===== src/rel_pkg.sv =====
// Shared constants and types for the rotated ellipsoid level value block.
package rel_pkg;

   localparam int CSR_INDEX_WIDTH = 4;
   typedef logic [CSR_INDEX_WIDTH-1:0] csr_index_type;

   localparam csr_index_type CSR_CENTER_X     = 4'd0;
   localparam csr_index_type CSR_CENTER_Y     = 4'd1;
   localparam csr_index_type CSR_CENTER_Z     = 4'd2;
   localparam csr_index_type CSR_INV_WIDTH_X  = 4'd3;
   localparam csr_index_type CSR_INV_WIDTH_Y  = 4'd4;
   localparam csr_index_type CSR_INV_WIDTH_Z  = 4'd5;
   localparam csr_index_type CSR_TILT_COS_SIN = 4'd6;
   localparam csr_index_type CSR_PLANE_COS_SIN = 4'd7;

   localparam int COORD_FRAC  = 16;
   localparam int INVW_WIDTH  = 24;
   localparam int MAG_WIDTH   = 32;
   localparam int SQ_WIDTH    = 64;
   localparam int SUM_WIDTH   = 66;
   localparam int ROOT_WIDTH  = 32;
   localparam int REM_WIDTH   = 35;
   localparam int SQRT_STEPS  = 4;
   localparam int SQRT_STAGES = ROOT_WIDTH / SQRT_STEPS;

   localparam logic [INVW_WIDTH-1:0] INVW_ONE = 24'd65536;

endpackage


===== src/rel_isqrt.sv =====
// Pipelined digit-by-digit floor square root, four root bits per stage.
module rel_isqrt (
   input  logic                             clock,
   input  logic                             reset,
   input  logic                             in_valid,
   input  logic [rel_pkg::SQ_WIDTH-1:0]     radicand,
   input  logic                             in_flag,
   output logic                             out_valid,
   output logic [rel_pkg::ROOT_WIDTH-1:0]   root,
   output logic                             out_flag
);

   localparam int NS = rel_pkg::SQRT_STAGES;
   localparam int RW = rel_pkg::REM_WIDTH;
   localparam int SW = rel_pkg::SQ_WIDTH;
   localparam int OW = rel_pkg::ROOT_WIDTH;

   logic [NS-1:0] valid_ff;
   logic [NS-1:0] flag_ff;
   logic [RW-1:0] rem_ff  [NS];
   logic [OW-1:0] root_ff [NS];
   logic [SW-1:0] rad_ff  [NS];

   always_ff @(posedge clock) begin
      if (reset) begin
         valid_ff <= '0;
      end else begin
         valid_ff <= {valid_ff[NS-2:0], in_valid};
      end
   end

   for (genvar s = 0; s < NS; s++) begin : g_stage
      logic [RW-1:0] rem_src, rem_in;
      logic [OW-1:0] root_src, root_in;
      logic [SW-1:0] rad_src, rad_in;
      logic          flag_src;

      if (s == 0) begin : g_first
         assign rem_src  = '0;
         assign root_src = '0;
         assign rad_src  = radicand;
         assign flag_src = in_flag;
      end else begin : g_next
         assign rem_src  = rem_ff[s-1];
         assign root_src = root_ff[s-1];
         assign rad_src  = rad_ff[s-1];
         assign flag_src = flag_ff[s-1];
      end

      always_comb begin
         logic [RW-1:0] trial;
         rem_in  = rem_src;
         root_in = root_src;
         rad_in  = rad_src;
         for (int k = 0; k < rel_pkg::SQRT_STEPS; k++) begin
            rem_in = {rem_in[RW-3:0], rad_in[SW-1:SW-2]};
            rad_in = {rad_in[SW-3:0], 2'b00};
            trial  = RW'({root_in, 2'b01});
            if (rem_in >= trial) begin
               rem_in  = rem_in - trial;
               root_in = {root_in[OW-2:0], 1'b1};
            end else begin
               root_in = {root_in[OW-2:0], 1'b0};
            end
         end
      end

      always_ff @(posedge clock) begin
         rem_ff[s]  <= rem_in;
         root_ff[s] <= root_in;
         rad_ff[s]  <= rad_in;
         flag_ff[s] <= flag_src;
      end
   end

   assign out_valid = valid_ff[NS-1];
   assign root      = root_ff[NS-1];
   assign out_flag  = flag_ff[NS-1];

endmodule


===== config.mk =====
export PLATFORM = sky130hd
export DESIGN_NAME = rel_isqrt
export DESIGN_NICKNAME = d
export VERILOG_FILES = /design/src/rel_pkg.sv /design/src/rel_isqrt.sv
export SDC_FILE = /design/constraint.sdc
export NUM_CORES = 2
export LEC_CHECK = 0
export ABC_AREA = 1
export CAP_MARGIN = 20
export CELL_PAD_IN_SITES_DETAIL_PLACEMENT = 1
export CELL_PAD_IN_SITES_GLOBAL_PLACEMENT = 2
export CORE_AREA = 2 2 323 645
export CTS_BUF_LIST = sky130_fd_sc_hd__clkbuf_4
export DETAILED_ROUTE_END_ITERATION = 7
export DIE_AREA = 0 0 325 647
export DONT_BUFFER_PORTS = 1
export PLACE_DENSITY_LB_ADDON = 0.1
export SLEW_MARGIN = 20
export SYNTH_ARGS = -nofsm -noshare
export SYNTH_HDL_FRONTEND = slang
export SYNTH_SLANG_ARGS = --single-unit

===== constraint.sdc =====
create_clock -name clock -period 8.8 [get_ports clock]
set_input_delay 0.44 -clock clock [delete_from_list [all_inputs] [get_ports clock]]
set_output_delay 0.44 -clock clock [all_outputs]
set_load 0.005 [all_outputs]

# ---- Word-level counts from Yosys, hierarchy flattened
# Memories as Yosys holds them, arrays and structs flattened.
# Cells that the tools add are included.
dict set report op_classes {
  addsub 32
  magnitude_cmp 32
  muxes 64
}
# operator count
set ops {}
lappend ops {{>= comparator 35 x 34 -> 1 bit} 28}
lappend ops {{two-way mux 33 bit} 24}
lappend ops {{subtractor 33 bit} 21}
lappend ops {{two-way mux 35 bit} 8}
lappend ops {{subtractor 35 x 34 -> 35 bit} 7}
lappend ops {{>= comparator 35 x 3 -> 1 bit} 1}
lappend ops {{>= comparator 35 x 4 -> 1 bit} 1}
lappend ops {{>= comparator 35 x 5 -> 1 bit} 1}
lappend ops {{subtractor 35 x 5 -> 35 bit} 1}
lappend ops {{subtractor 33 x 3 -> 33 bit} 1}
lappend ops {{subtractor 33 x 4 -> 33 bit} 1}
lappend ops {{two-way mux 1 bit} 32}
lappend ops {{subtractor 2 x 1 -> 3 bit, second input constant} 1}
lappend ops {{>= comparator 2 x 1 -> 1 bit, second input constant} 1}
dict set report totals {
  regBits 16
  ramBits 984
  inputBits 68
  output_inout_bits 34
  word_cells 140
  mem_count 3
}
# memory words width rd rd_ports_with_merged_regs wr line
set memory_table {}
lappend memory_table {rad_ff 8 56 7 0 8 rel_isqrt.sv:22} ;# logic [SW-1:0] rad_ff [NS];
lappend memory_table {rem_ff 8 35 7 0 8 rel_isqrt.sv:20} ;# logic [RW-1:0] rem_ff [NS];
lappend memory_table {root_ff 8 32 8 0 8 rel_isqrt.sv:21} ;# logic [OW-1:0] root_ff [NS];

# ---- Longest topological paths before layout
# An unclocked memory read counts as a cell.
dict set report logic_depth {
  word_depth 9
  ltp_mapped 66
  depth_no_buf 60
}

# ---- Worst setup path after synthesis
# OpenSTA, ideal clock, no wires.
dict set report synth_path {
  path_type {reg2reg}
  from {mem root_ff[0][110] in the netlist's numbering}
  to {mem rem_ff[4][17] in the netlist's numbering}
  setup_time_ps 122
  arrival_time_ps 8228
  required_time_ps 8678
  slack_ps 450
  stages_incl_launch_ff 58
  n_path_buf 7
  period_less_slack_ps 8350
  path_cell_list {dfxtp_1 inv_1 ha_1 a21oi_1 o21ai_0 inv_1 nand2_1 inv_1 nand2_1 nor2_1 clkbuf_1 clkbuf_1 o21ai_0 ha_1 nand2_1 nor2_1 inv_1 nor2_1 [22 not listed] o21ai_0 inv_1 ha_1 nand2_1 nor2_1 inv_1 nor3_1 inv_1 o221a_2 nand2_1 inv_1 nor2_1 nor2_2 nand3_2 inv_2 buf_4 nand2_1 o21ai_0}
}
# element line
set synth_lines {}
lappend synth_lines {{start: declaration} rel_isqrt.sv:21}
lappend synth_lines {{end: declaration} rel_isqrt.sv:20}

==> impl_metrics.ini <==
[timing]
slew_viol_final = 0
fin_ws_ps = 409
min_period_ps = 8390
timing.final.crit_share_pct = 95.4
setup_violations = 0
holdWs_ps = 123
rsz0062_at_grt = true
fmax_mhz = 119
slew-limit-headroom_pct = 45.9
worstMarginPinSlew_ps = 810
fin_skew_ps = 125
final_hold_viol_count = 0

[synth]
synth_top_area_cell = nand2_1
synthArstFlopShare_pct = 0
synthCells = 11600
synth_edf_count = 0
synth-seq-area-share_pct = 18.2
synth-seq-cells = 615
ys_types = 74
synth_top_area_share_pct = 19.3
yosys-top-cells-area = nand2_1, dfxtp_1, ha_1
synthTopCellsByCount = nand2_1, inv_1, nor2_1, nand3_1, o21ai_0
ys.flop_type = dfxtp_1
synth_warnings = 0
syn-mean-instance-area_sq_um = 5.83
yosys.cell_count.top_type = nand2_1
synth_area_sq_um = 67600

[worst_setup_path]
arrival_ps = 9400
slowest_stage = dfxtp_1
cp.required_ps = 9800
startpoint_type = register
crit_path_max_incr_delay_ps = 410
crit_fanout = 15
endpoint_kind = register
path_class = register to register
crit_path_frequent_cell = nand2_1

[route]
vias = 85600
postRouteWirelength_mm = 353
drc_errors = 0
via_per_inst = 5.05
wl_per_cell_microns = 20.8
drtIter0Drc = 4889
ant_nets = 0
drt_pass1_iterations = 7

[die]
fp.dieW_microns = 325
boundaryPins = 102
core_area_sq_um = 206000
initial_core_util_pct = 32.8
fp-row-count = 236
die_area_sq_um = 210000
die_y_microns = 647

[grt]
grt_max_degree = 35
grt_use_total_pct = 32.5
first_global_vias = 87800
antenna_found_initial = 17
overflow = 0
grt_pass1_wl_mm = 528

[clock_tree]
clk_pin_slew_ps = 80
clockBufferDepth = 4
cts.sinks = 615
cts_max_level = 4
clkLatencyLatePin_ps = 1230
cts_tree = done
cts_buffers = 167
root_buffer = clkbuf_4

[cells_and_area]
nNetsFinal = 14700
fillers = 28300
multi_input_area_sq_um = 49900
regArea_sq_um = 12400
areaGrowthSynthToFinish_pct = 38.1
layoutNonFillerInstCount = 16900
fin_area_sq_um = 93300
drive_gt1_share_pct = 23.3

[pwr]
total_leakage_power_nw = 48.5
peakVddDrop_mv = 0.186
powerDensity_nw_per_um2 = 234

[flow_run]
maxCapViolations = 0

[placed_design]
dp_hpwl_mm = 304
dp_cells = 16500
placed_area_sq_um = 87500
portBuffers = 0
pre_cts_ws_ps = -678
gp_congestion = 0.981

[outcome]
run_status = complete, no violations

[min_path]
hold_path.class = input pin to register
[path summary, 6_finish.rpt]
path | from | end | slack [ps] | cells past startpoint
worst max-delay path | root_ff[1][32]$_DFF_P_ | rem_ff[6][25]$_DFF_P_ | 410 | 54
worst min-delay path | radicand[60] | rem_ff[0][5]$_DFF_P_ | 120 | 7
worst max register to register | root_ff[1][32]$_DFF_P_ | rem_ff[6][25]$_DFF_P_ | 410 | 54
worst min register to register | rad_ff[3][37]$_DFF_P_ | rad_ff[4][45]$_DFF_P_ | 300 | 0
[routing by layer]
layer  wire [microns]  global-route usage [%]  vias to the layer above
met1           162000                    43.4                    40900
met4            13000                    10.9                        6
met3            15500                    3.13                      507
met5               41                       0                        -
met2           162000                    54.5                     1759
li1                 -                       -                    42500
[state kept, by name, indices dropped and copies added, names as in the netlist]
register / flops
rem_ff: 231
rad_ff: 224
root_ff: 144
valid_ff: 8
g_stage.flag_src: 7
out_flag: 1
[worst max-delay path: cells and delay by family (launching register included)]
| kind | cells | cell delay, ps |
|---|---|---|
| DFF | 1 | 410 |
| buffers and inverters | 12 | 1700 |
| and+or+nand+nor | 26 | 3140 |
| AOI/OAI and AO/OA | 10 | 1250 |
| xor gates and xnor gates | 2 | 290 |
| adders and majority gates | 4 | 1370 |
[per-stage QoR]
| stage | util, % | setup TNS, ps | total power [mW] |
|---|---|---|---|
| 6_report | 45.3 | 0 | 21.8 |
| 5_1_grt | 45.3 | -995 | 23.5 |
| 4_1_cts | 44.3 | 0 | 21.4 |
| 3_5_place_dp | 42.5 | -24870 | 18.3 |
| 3_3_place_gp | 42.5 | -14230 | 18.1 |
| 2_1_floorplan | - | 0 | 11.5 |
[where the power goes]
part	leakage, nW	switching, mW	total, mW	internal [mW]
combinational	42.1	9.26	15.0	5.76
clock	1.26	1.46	2.88	1.42
sequential	5.13	0.653	3.91	3.26
total	48.5	11.4	21.8	10.4
[cell type report]
class                   count  area share [%]
clock inverters            79           0.660
inverters                1624            6.59
flip-flops and latches    615            13.3
diodes                     19          0.0510
well taps                2737            3.67
multi-input cells        9207            53.5
clock buffers             207            1.67
repair buffers           2457            20.6
[cell families (layout without fill, tap and decap cells)]
| group | Yosys count | in the layout | share of synthesized area (%) |
|---|---|---|---|
| xor gates and xnor gates | 493 | 493 | 6.42 |
| other | 1 | 23 | 0.00555 |
| AOI/OAI and AO/OA | 1699 | 1699 | 13.7 |
| and+or+nand+nor | 6450 | 6450 | 40.9 |
| DFF | 615 | 615 | 18.2 |
| adders and majority gates | 560 | 560 | 10.4 |
| buffers and inverters | 1769 | 4367 | 10.4 |
| muxes | 1 | 1 | 0.0148 |
[what timing repair did]
item                       in CTS  in global routing
setup endpoints to repair     106                205
gates resized for setup        98                545
hold endpoints to repair       81                  0
setup buffers                   2                 45
hold buffers                  133                  0
cloned                          0                  3
pin swaps                       8                 98
[placed cells by master (no fill, tap or decap), types with 212 or more instances in the layout]
master   netlist  routed
nand2_1     3468    3433
buf_4         27    2282
inv_1       1579    1561
nor2_1      1368    1301
nand3_1      810     797
a21oi_1      664     583
dfxtp_1      615     577
o21ai_0      705     531
ha_1         560     516
xnor2_1      291     291
nand4_1      212     212
Power figures use the tool's default switching activity.
